==> src/design/sampm_pkg.sv <==
// shared constants, types and register map for the stepper angle move pulser
package sampm_pkg;

    localparam int STEPS_W      = 16;
    localparam int HALF_W       = 24;
    localparam int ANGLE_W      = 9;
    localparam int EDGES_W      = 17;
    localparam int PRODUCT_W    = STEPS_W + ANGLE_W;
    localparam int TIMER_BITS_DEFAULT = 24;

    // angle saturates at one full turn
    localparam logic [ANGLE_W-1:0] ANGLE_MAX = 9'd360;

    // p / 360 = (p >> 3) / 45, and x / 45 = (x * RECIP_45) >> RECIP_SHIFT for x < 2^22
    localparam int QUOT_IN_W    = PRODUCT_W - 3;
    localparam int RECIP_W      = 27;
    localparam int RECIP_SHIFT  = 32;
    localparam logic [RECIP_W-1:0] RECIP_45 = 27'd95443718;

    // item kinds
    localparam logic FUNC_TICK  = 1'b0;
    localparam logic FUNC_MOVE  = 1'b1;

    // register index, taken from paddr[2]
    localparam logic REG_STEPS_PER_REV = 1'b0;
    localparam logic REG_HALF_PERIOD   = 1'b1;

    localparam int PADDR_W = 3;
    localparam int PDATA_W = 32;

    // load strobes for the scaling pipeline stages
    typedef struct packed {
        logic load_product;
        logic load_target;
    } pipe_ctl_t;

endpackage

==> src/design/sampm_angle_scale.sv <==
// two-stage angle to step-count scaler: multiply, then divide by 360 via reciprocal
module sampm_angle_scale
(
    input  logic                             clk,
    input  sampm_pkg::pipe_ctl_t             ctl,
    input  logic [sampm_pkg::ANGLE_W-1:0]    angle,
    input  logic [sampm_pkg::STEPS_W-1:0]    steps_per_rev,
    output logic [sampm_pkg::STEPS_W-1:0]    target
);

    localparam int QUOT_FULL_W = sampm_pkg::QUOT_IN_W + sampm_pkg::RECIP_W;

    logic [sampm_pkg::ANGLE_W-1:0]   angle_sat;
    logic [sampm_pkg::PRODUCT_W-1:0] product_next;
    logic [sampm_pkg::PRODUCT_W-1:0] product_reg;
    logic [sampm_pkg::QUOT_IN_W-1:0] quot_in;
    logic [QUOT_FULL_W-1:0]          quot_full;
    logic [sampm_pkg::STEPS_W-1:0]   target_next;
    logic [sampm_pkg::STEPS_W-1:0]   target_reg;

    always_comb
    begin
        angle_sat    = (angle > sampm_pkg::ANGLE_MAX) ? sampm_pkg::ANGLE_MAX : angle;
        product_next = sampm_pkg::PRODUCT_W'(steps_per_rev)
                     * sampm_pkg::PRODUCT_W'(angle_sat);
    end

    // divide by 8 is a shift, the remaining divide by 45 a reciprocal multiply
    always_comb
    begin
        quot_in     = product_reg[sampm_pkg::PRODUCT_W-1:3];
        quot_full   = QUOT_FULL_W'(quot_in) * QUOT_FULL_W'(sampm_pkg::RECIP_45);
        target_next = quot_full[sampm_pkg::RECIP_SHIFT +: sampm_pkg::STEPS_W];
    end

    always_ff @(posedge clk)
    begin
        if (ctl.load_product)
        begin
            product_reg <= product_next;
        end
        if (ctl.load_target)
        begin
            target_reg <= target_next;
        end
    end

    assign target = target_reg;

endmodule

==> src/design/stepper_angle_move_pulser.sv <==
// top level: step/direction pulse generator with angle moves and tick-driven edges
//
// one stepper motor step/direction generator. each input transaction is either a
// timer tick (func = 0) or a move-to-angle command (func = 1). a move converts the
// angle (saturated at 360) to target = steps_per_rev * angle / 360, truncated, sets
// the direction line, loads twice the step difference as edges to go and takes the
// target as the new position at once; a move that arrives while edges remain is
// dropped and flagged in rejected. ticks advance a saturating counter and produce
// one step-line edge each time it reaches half_period while edges remain; the first
// edge follows on the first tick after a move. every input transaction yields
// exactly one result transaction carrying step_level, direction, busy_res and
// rejected as they stand after that item. the block takes one transaction per clock
// unless in_stall holds it off; each item passes through an input register, the
// 16x9 product register, the reciprocal multiply that divides by 360, and the state
// update that writes the result register. stages move independently, so bubbles
// close up and new items are taken while a finished result is stalled.
// registers: steps_per_rev at byte address 0, half_period at byte address 4; write
// them only while no transaction is in flight.
module stepper_angle_move_pulser
#(
    parameter int TIMER_BITS = sampm_pkg::TIMER_BITS_DEFAULT
)
(
    input  logic                              clk,
    input  logic                              rst_n,

    // apb-style configuration port
    input  logic                              psel,
    input  logic                              penable,
    input  logic                              pwrite,
    input  logic [sampm_pkg::PADDR_W-1:0]     paddr,
    input  logic [sampm_pkg::PDATA_W-1:0]     pwdata,
    output logic [sampm_pkg::PDATA_W-1:0]     prdata,
    output logic                              pready,

    // input channel
    input  logic                              in_valid,
    output logic                              in_stall,
    input  logic                              func,
    input  logic [sampm_pkg::ANGLE_W-1:0]     angle,

    // result channel
    output logic                              out_valid,
    input  logic                              out_stall,
    output logic                              step_level,
    output logic                              direction,
    output logic                              busy_res,
    output logic                              rejected
);

    localparam int CMP_W = (TIMER_BITS > sampm_pkg::HALF_W) ? TIMER_BITS : sampm_pkg::HALF_W;
    localparam logic [TIMER_BITS-1:0] TIMER_MAX = {TIMER_BITS{1'b1}};

    // configuration registers
    logic [sampm_pkg::STEPS_W-1:0] steps_per_rev_reg;
    logic [sampm_pkg::HALF_W-1:0]  half_period_reg;
    logic                          cfg_write;

    // pipeline control
    logic                          take_out;
    logic                          free0;
    logic                          free1;
    logic                          free2;
    logic                          accept;
    logic                          adv0;
    logic                          adv1;
    logic                          adv2;
    logic                          v0_reg;
    logic                          v0_next;
    logic                          v1_reg;
    logic                          v1_next;
    logic                          v2_reg;
    logic                          v2_next;
    logic                          out_valid_reg;
    logic                          out_valid_next;
    sampm_pkg::pipe_ctl_t          scale_ctl;

    // pipeline payload
    logic                          func0_reg;
    logic [sampm_pkg::ANGLE_W-1:0] angle0_reg;
    logic                          func1_reg;
    logic                          func2_reg;
    logic [sampm_pkg::STEPS_W-1:0] target;

    // motor state
    logic [sampm_pkg::STEPS_W-1:0] position_reg;
    logic [sampm_pkg::STEPS_W-1:0] position_next;
    logic [sampm_pkg::EDGES_W-1:0] edges_left_reg;
    logic [sampm_pkg::EDGES_W-1:0] edges_left_next;
    logic [TIMER_BITS-1:0]         elapsed_reg;
    logic [TIMER_BITS-1:0]         elapsed_next;
    logic                          line_level_reg;
    logic                          line_level_next;
    logic                          dir_level_reg;
    logic                          dir_level_next;
    logic                          rej_reg;
    logic                          rej_next;

    // datapath temporaries
    logic [TIMER_BITS-1:0]         elapsed_inc;
    logic [CMP_W-1:0]              threshold;
    logic [sampm_pkg::STEPS_W-1:0] step_diff;
    logic                          busy;

    //------------------------------------------------------------------
    // configuration port
    //------------------------------------------------------------------
    assign pready    = 1'b1;
    assign cfg_write = psel & penable & pwrite & pready;

    always_ff @(posedge clk or negedge rst_n)
    begin
        if (!rst_n)
        begin
            steps_per_rev_reg <= sampm_pkg::STEPS_W'(200);
            half_period_reg   <= sampm_pkg::HALF_W'(1000);
        end
        else if (cfg_write)
        begin
            unique case (paddr[2])
                sampm_pkg::REG_STEPS_PER_REV:
                begin
                    steps_per_rev_reg <= pwdata[sampm_pkg::STEPS_W-1:0];
                end
                sampm_pkg::REG_HALF_PERIOD:
                begin
                    half_period_reg <= pwdata[sampm_pkg::HALF_W-1:0];
                end
                default:
                begin
                end
            endcase
        end
    end

    always_comb
    begin
        unique case (paddr[2])
            sampm_pkg::REG_STEPS_PER_REV:
                prdata = sampm_pkg::PDATA_W'(steps_per_rev_reg);
            sampm_pkg::REG_HALF_PERIOD:
                prdata = sampm_pkg::PDATA_W'(half_period_reg);
            default:
                prdata = '0;
        endcase
    end

    //------------------------------------------------------------------
    // pipeline flow: each stage moves when the next one is empty or moving
    //------------------------------------------------------------------
    always_comb
    begin
        take_out = ~out_valid_reg | ~out_stall;
        free2    = ~v2_reg | take_out;
        free1    = ~v1_reg | free2;
        free0    = ~v0_reg | free1;
        accept   = in_valid & free0;
        adv0     = v0_reg & free1;
        adv1     = v1_reg & free2;
        adv2     = v2_reg & take_out;

        v0_next        = accept | (v0_reg & ~free1);
        v1_next        = adv0 | (v1_reg & ~free2);
        v2_next        = adv1 | (v2_reg & ~take_out);
        out_valid_next = adv2 | (out_valid_reg & out_stall);

        scale_ctl.load_product = adv0;
        scale_ctl.load_target  = adv1;
    end

    assign in_stall = ~free0;

    always_ff @(posedge clk or negedge rst_n)
    begin
        if (!rst_n)
        begin
            v0_reg        <= 1'b0;
            v1_reg        <= 1'b0;
            v2_reg        <= 1'b0;
            out_valid_reg <= 1'b0;
        end
        else
        begin
            v0_reg        <= v0_next;
            v1_reg        <= v1_next;
            v2_reg        <= v2_next;
            out_valid_reg <= out_valid_next;
        end
    end

    always_ff @(posedge clk)
    begin
        if (accept)
        begin
            func0_reg  <= func;
            angle0_reg <= angle;
        end
        if (adv0)
        begin
            func1_reg <= func0_reg;
        end
        if (adv1)
        begin
            func2_reg <= func1_reg;
        end
    end

    // angle to target steps, two stages
    sampm_angle_scale u_scale
    (
        .clk           (clk),
        .ctl           (scale_ctl),
        .angle         (angle0_reg),
        .steps_per_rev (steps_per_rev_reg),
        .target        (target)
    );

    //------------------------------------------------------------------
    // state update, applied as the item enters the result register
    //------------------------------------------------------------------
    assign busy = |edges_left_reg;

    always_comb
    begin
        // half_period is clipped to the counter maximum before the compare
        threshold = (CMP_W'(half_period_reg) > CMP_W'(TIMER_MAX))
                  ? CMP_W'(TIMER_MAX) : CMP_W'(half_period_reg);
        elapsed_inc = (elapsed_reg == TIMER_MAX) ? elapsed_reg
                                                 : elapsed_reg + TIMER_BITS'(1);
        step_diff = (target > position_reg) ? (target - position_reg)
                                            : (position_reg - target);

        position_next   = position_reg;
        edges_left_next = edges_left_reg;
        elapsed_next    = elapsed_reg;
        line_level_next = line_level_reg;
        dir_level_next  = dir_level_reg;
        rej_next        = 1'b0;

        if (func2_reg == sampm_pkg::FUNC_MOVE)
        begin
            if (busy)
            begin
                // move while edges remain is dropped
                rej_next = 1'b1;
            end
            else
            begin
                dir_level_next  = (target > position_reg);
                edges_left_next = {step_diff, 1'b0};
                position_next   = target;
                // counter at max so the next tick gives the first edge
                elapsed_next    = TIMER_MAX;
            end
        end
        else
        begin
            elapsed_next = elapsed_inc;
            if (busy && (CMP_W'(elapsed_inc) >= threshold))
            begin
                elapsed_next    = '0;
                edges_left_next = edges_left_reg - sampm_pkg::EDGES_W'(1);
                line_level_next = ~edges_left_next[0];
            end
        end
    end

    always_ff @(posedge clk or negedge rst_n)
    begin
        if (!rst_n)
        begin
            position_reg   <= '0;
            edges_left_reg <= '0;
            elapsed_reg    <= '0;
            line_level_reg <= 1'b0;
            dir_level_reg  <= 1'b0;
            rej_reg        <= 1'b0;
        end
        else if (adv2)
        begin
            position_reg   <= position_next;
            edges_left_reg <= edges_left_next;
            elapsed_reg    <= elapsed_next;
            line_level_reg <= line_level_next;
            dir_level_reg  <= dir_level_next;
            rej_reg        <= rej_next;
        end
    end

    // state only changes when a new result is loaded, so it doubles as the result register
    assign out_valid  = out_valid_reg;
    assign step_level = line_level_reg;
    assign direction  = dir_level_reg;
    assign busy_res   = busy;
    assign rejected   = rej_reg;

    //------------------------------------------------------------------
    // assertions
    //------------------------------------------------------------------

    // a rejected move leaves edges pending
    assert property (@(posedge clk) disable iff (!rst_n)
        (out_valid_reg && rej_reg) |-> busy)
    else $error("rejected move reported with no edges pending");

    // while busy, edges only hold or count down by one
    assert property (@(posedge clk) disable iff (!rst_n)
        busy |=> ((edges_left_reg == $past(edges_left_reg))
              || (edges_left_reg == $past(edges_left_reg) - sampm_pkg::EDGES_W'(1))))
    else $error("edge count changed by more than one while busy");

    // every consumed edge restarts the tick counter
    assert property (@(posedge clk) disable iff (!rst_n)
        (($past(edges_left_reg) != '0)
          && (edges_left_reg == $past(edges_left_reg) - sampm_pkg::EDGES_W'(1)))
        |-> (elapsed_reg == '0))
    else $error("edge produced without clearing the tick counter");

endmodule

==> config.mk <==
export PLATFORM = sky130hd
export DESIGN_NAME = stepper_angle_move_pulser
export DESIGN_NICKNAME = d
export VERILOG_FILES = /design/src/design/sampm_pkg.sv /design/src/design/sampm_angle_scale.sv /design/src/design/stepper_angle_move_pulser.sv
export SDC_FILE = /design/constraint.sdc
export NUM_CORES = 1
export LEC_CHECK = 0
export ABC_AREA = 1
export BUFFER_PORTS_ARGS = -buffer_cell sky130_fd_sc_hd__buf_2
export CORE_MARGIN = 2
export CORE_UTILIZATION = 55
export DETAILED_ROUTE_END_ITERATION = 8
export GPL_ROUTABILITY_DRIVEN = 0
export PLACE_DENSITY = 0.77
export REMOVE_ABC_BUFFERS = 1
export SETUP_SLACK_MARGIN = 0.5
export SLEW_MARGIN = 10
export SYNTH_ARGS = -nofsm -noshare
export SYNTH_HDL_FRONTEND = slang
export SYNTH_HIERARCHICAL = 1
export SYNTH_SLANG_ARGS = --single-unit
==> constraint.sdc <==
create_clock -name clk -period 11.2 [get_ports clk]
set_input_delay 1.68 -clock clk [delete_from_list [all_inputs] [get_ports clk]]
set_output_delay 1.68 -clock clk [all_outputs]
set_load 0.005 [all_outputs]
After elaboration in Yosys (flattened, before gate mapping)

Index checks and enable logic that the tools add are counted.

Flip-flop bits (word level): 157
Output and inout port bits: 39

$add $sub $neg: 4
Multipliers: 2
$lt $le $gt $ge: 4
Eq/ne operators: 2
Mux-type cells: 13
Bitwise logic cells: 31
Reduce and logical (&&, ||, !) cells: 9

Operator list:

| cell                   | count |
|---|---|
| $mux 24                | 5 |
| $pmux 32 s2            | 1 |
| $mux 17                | 3 |
| $mul 22x26->47 const B | 1 |
| $sub 16x16->16         | 2 |
| $mul 16x9->25          | 1 |
| $add 24x1->24 const B  | 1 |
| $eq 24x24->1 const B   | 1 |
| $ge 24x24->1           | 1 |
| $gt 24x24->1 const B   | 1 |
| $reduce_or 17->1       | 1 |
| $sub 17x1->17 const B  | 1 |
| $gt 16x16->1           | 1 |
| $mux 16                | 1 |
| $not 1->1              | 13 |
| $and 1x1->1            | 10 |
| $gt 9x9->1 const B     | 1 |
| $mux 9                 | 1 |
| $reduce_and 3->1       | 3 |
| $or 1x1->1             | 8 |
| $reduce_and 2->1       | 3 |
| $mux 1                 | 2 |
| $ne 2x2->1 const B     | 1 |
| $reduce_bool 2->1      | 1 |
| $logic_and 1x1->1      | 1 |

Longest topological paths before layout

Depth in word-level cells: 7
Mapped depth: 28
Depth with buffers taken out: 28

By module

Netlist, hierarchy kept.

By module, submodules not included:

| module                    | times used | cells an instance | area each (sq um) | seq. area each (sq um) |
|---|---|---|---|---|
| sampm_angle_scale         | 1          | 1,940             | 14,809.2          | 1,141.1 |
| stepper_angle_move_pulser | 1          | 1,280             | 8,700.8           | 2,974.1 |

Worst setup path after synthesis

No wires, ideal clock.

Kind: register -> register
Start point: reg u_scale/product_reg[24] (netlist name)
End point: reg u_scale.target_reg (netlist bit u_scale/target[5]) (data pin)
Arrival: 5.200 ns
Required time: 10.948 ns
Setup slack: 5.747 ns
Cell stages (with the launch flop): 21
Buffers on the path: 0
Period minus slack after synthesis: 5.453 ns
Path through: edfxtp_1 -> ha_1 -> fa_1 -> inv_1 -> fa_1 -> fa_1 -> fa_1 -> fa_1 -> inv_1 -> fa_1 -> inv_1 -> ha_1 -> nand2_1 -> nor2_1 -> nand2_1 -> nor2_1 -> nand3_1 -> nor2_1 -> nor2_1 -> nand3_1 -> nand2_1

Cells in the longest elaborated chain, start to end: 1

RTL lines:

| item                      | line                    | text |
|---|---|---|
| from (decl)               | sampm_angle_scale.sv:15 | `logic [sampm_pkg::PRODUCT_W-1:0] product_reg;` |
| from (signal assigned)    | sampm_angle_scale.sv:40 | `product_reg <= product_next;` |
| $mul 22x26->47            | sampm_angle_scale.sv:32 | `quot_full = QUOT_FULL_W'(quot_in) * QUOT_FULL_W'(sampm_pkg::RECIP_45);` |
| net u_scale.quot_full[37] | sampm_angle_scale.sv:17 | `logic [QUOT_FULL_W-1:0] quot_full;` |
| to (signal assigned)      | sampm_angle_scale.sv:44 | `target_reg <= target_next;` |
| to (decl)                 | sampm_angle_scale.sv:19 | `logic [sampm_pkg::STEPS_W-1:0] target_reg;` |

The timed path passes the listed nets, and every way through them passes these cells.
A chain may end at the register's enable or synchronous reset.

Worst setup path after layout

Start point: reg angle0_reg[1] (netlist name)
End point: reg u_scale/product_reg[21] (netlist name) (data pin)

Cells in the longest elaborated chain, start to end: 3

RTL lines:

| item                               | line                             | text |
|---|---|---|
| from (decl)                        | stepper_angle_move_pulser.sv:80  | `logic [sampm_pkg::ANGLE_W-1:0] angle0_reg;` |
| from (signal assigned)             | stepper_angle_move_pulser.sv:196 | `angle0_reg <= angle;` |
| $gt 9x9->1                         | sampm_angle_scale.sv:23          | `angle_sat = (angle > sampm_pkg::ANGLE_MAX) ? sampm_pkg::ANGLE_MAX : angle;` |
| $mux 9 (*)                         | sampm_angle_scale.sv:23          |  |
| $mul 16x9->25 (*)                  | sampm_angle_scale.sv:25          | `* sampm_pkg::PRODUCT_W'(angle_sat);` |
| net u_scale.product_next (one bit) | sampm_angle_scale.sv:14          | `logic [sampm_pkg::PRODUCT_W-1:0] product_next;` |

Mark *: on every way through the listed nets, which the timed path passes. The rest lies on a longest branch.

==> results.toml <==
[clock_tree]
clock_sinks = 154
clk_latency_ps = 460
cts_hold_buffers = 0
cts_resized = 0
htree_levels = 4
cts_buffer_depth = 2
clk_pin_slew_ps = 80
cts_tree = "built"
clk_root_buffer_cell = "clkbuf_16"
cts_buffers = 17
post_cts_buffers = 0

[routing]
top_layer_used = "met4"
wl_met1_microns = 25300
drtIter0Drc = 1412
wl_microns = 56100
dr.pass1.iters = 5
wl_met2_microns = 25800
met3WireLength_microns = 3270
vias = 19531
via_per_inst = 5.12
drc = 0
drtAntennaViolNets = 0
wl_per_cell_microns = 14.7

[synth]
synth-edff-count = 50
synthCells = 3220
synth.ff_latch_count = 154
synth_area_sq_um = 23500
ys_async_sr_fraction = 0.675
synth_seq_area_share = 0.175
synth.distinct_cells = 48
yosys_warnings = 6
synth_top_area_frac = 0.206
yosys-top-cells-count = "nand2_1 (886), inv_1 (777), ha_1 (299)"
ys_dominant_reg_cell = "dfrtp_1"
yosysMostFrequentCell = "nand2_1"
syn_avg_cell_area_sq_um = 7.30
yosys-top-cells-area = "fa_1 (21%), ha_1 (16%), nand2_1 (14%)"
synth_top_cell_by_area = "fa_1"

[layout]
fillCellCount = 3839
instances_no_fill = 3813
final_cell_area_sq_um = 24800
area_growth_pct = 5.63
final_nets = 3853
drive_gt1_frac = 0.0532

[timing]
clock_skew_ps = 12.6
min_period_ps = 6320
tightestPinTransition_ps = 1040
drv_slew = 0
fmax_mhz = 158
fin_crit_sh = 0.564
slew_headroom = 0.309
rsz0062_at_grt = "false"
setup_viol = 0
final_hold_viol_count = 0
setup_tns_ps = 0

[grt]
grt_overflow = 0
grt_max_degree = 79
grt_pass1_vias = 19600
grt_usage = 0.269
grt_pass1_wl_microns = 95100
antenna_found_initial = 0

[worst_setup_path]
path_buf_inv = 5
cp.required_ps = 11410
r2r_setup_slack_ps = 4880
critical_path_class = "reg -> reg"
endpoint_kind = "flip-flop"
critPathMaxStageDelay_ps = 630
critPathTopFamily = "adder cells"
crit_fanout = 32
cp_slowest_cell = "o21ai_4"
start_kind = "flip-flop"
cp.arrival_ps = 6530
crit_top_cell = "nand2_1"

[place]
dp_cells = 3780
portBuffers = 71
placed_area_sq_um = 24200
hpwlAfterDp_microns = 47300

[die]
start_util = 0.559
io_pins = 91
fp.dieH_microns = 211
rows = 75
coreArea_sq_um = 42000
die_x_microns = 211
die-area_sq_um = 44400

[hold_path]
hold_path_class = "reg -> reg"

[run_status]
status = "completed"

[job]
maxCapViolCount = 0
-- cell families after synthesis --
family	synth area share
buffers and inverters	0.141
DFF	0.175
muxes	0.000426
other	0.000319
AOI/OAI and AO/OA	0.0577
adders and majority gates	0.365
xor gates and xnor gates	0.0216
and+or+nand+nor	0.238
-- worst paths after layout --
path,start,endpoint,cells after the start
max,angle0_reg[1]$_DFFE_PP_,u_scale/product_reg[21]$_DFFE_PP_,26
min,func1_reg$_DFFE_PP_,func2_reg$_DFFE_PP_,0
max reg2reg,angle0_reg[1]$_DFFE_PP_,u_scale/product_reg[21]$_DFFE_PP_,26
min reg2reg,func1_reg$_DFFE_PP_,func2_reg$_DFFE_PP_,0
max in group asynchronous,rst_n,elapsed_reg[11]$_DFFE_PN0P_,2
min in group asynchronous,rst_n,position_reg[13]$_DFFE_PN0P_,1
-- layer usage --
layer  up-vias  GRT usage
met2       583      0.446
met4         0     0.0894
met5         -          0
li1       9788          -
met1      9053      0.361
met3       107     0.0427
-- cell type report --
class                      count  area [sq um]  share of cell area
timing repair buffer          74           380              0.0153
sequential                   154          4120               0.166
tap                          539           674              0.0272
clock buffer                  17           425              0.0171
antenna                        1          2.50            0.000101
inverter                     787          2960               0.119
multi-input combinational   2226         16100               0.648
clock inverter                15           176             0.00710
-- through the flow --
step | util | worst slack [ps] | hold slack, ps
finish | 0.591 | 4880 | 430
global route | 0.591 | 4470 | 458
CTS | 0.591 | 4920 | 429
detailed placement | 0.576 | 4930 | 409
global placement | 0.576 | 5060 | 412
floorplan | - | 5750 | 400
-- cell usage in the layout (no fill, tap or decap), types with 6 or more instances in the layout --
master     netlist  layout
nor2_1         238     237
ha_1           299     299
nor3_1          26      26
o21bai_1        14      14
dfrtp_1         95      95
a21oi_1        119     119
dfstp_2          9       9
nor2_4           7       7
nand3b_1         7       7
xnor2_1         16      16
inv_1          777     777
edfxtp_1        50      50
fa_1           242     242
clkbuf_16        0      17
nand2_1        886     886
inv_8            0       6
nand2_2         19      19
nand3_1        129     129
conb_1           2       9
nor2_2           7       8
nand4_1         30      30
inv_2            9       9
xor2_1          42      42
buf_2           14      70
o21ai_0         97      97
Power is left out: the tool's default activity adds up to more than one toggle a clock period on the data nets, which glitch-free logic cannot reach.
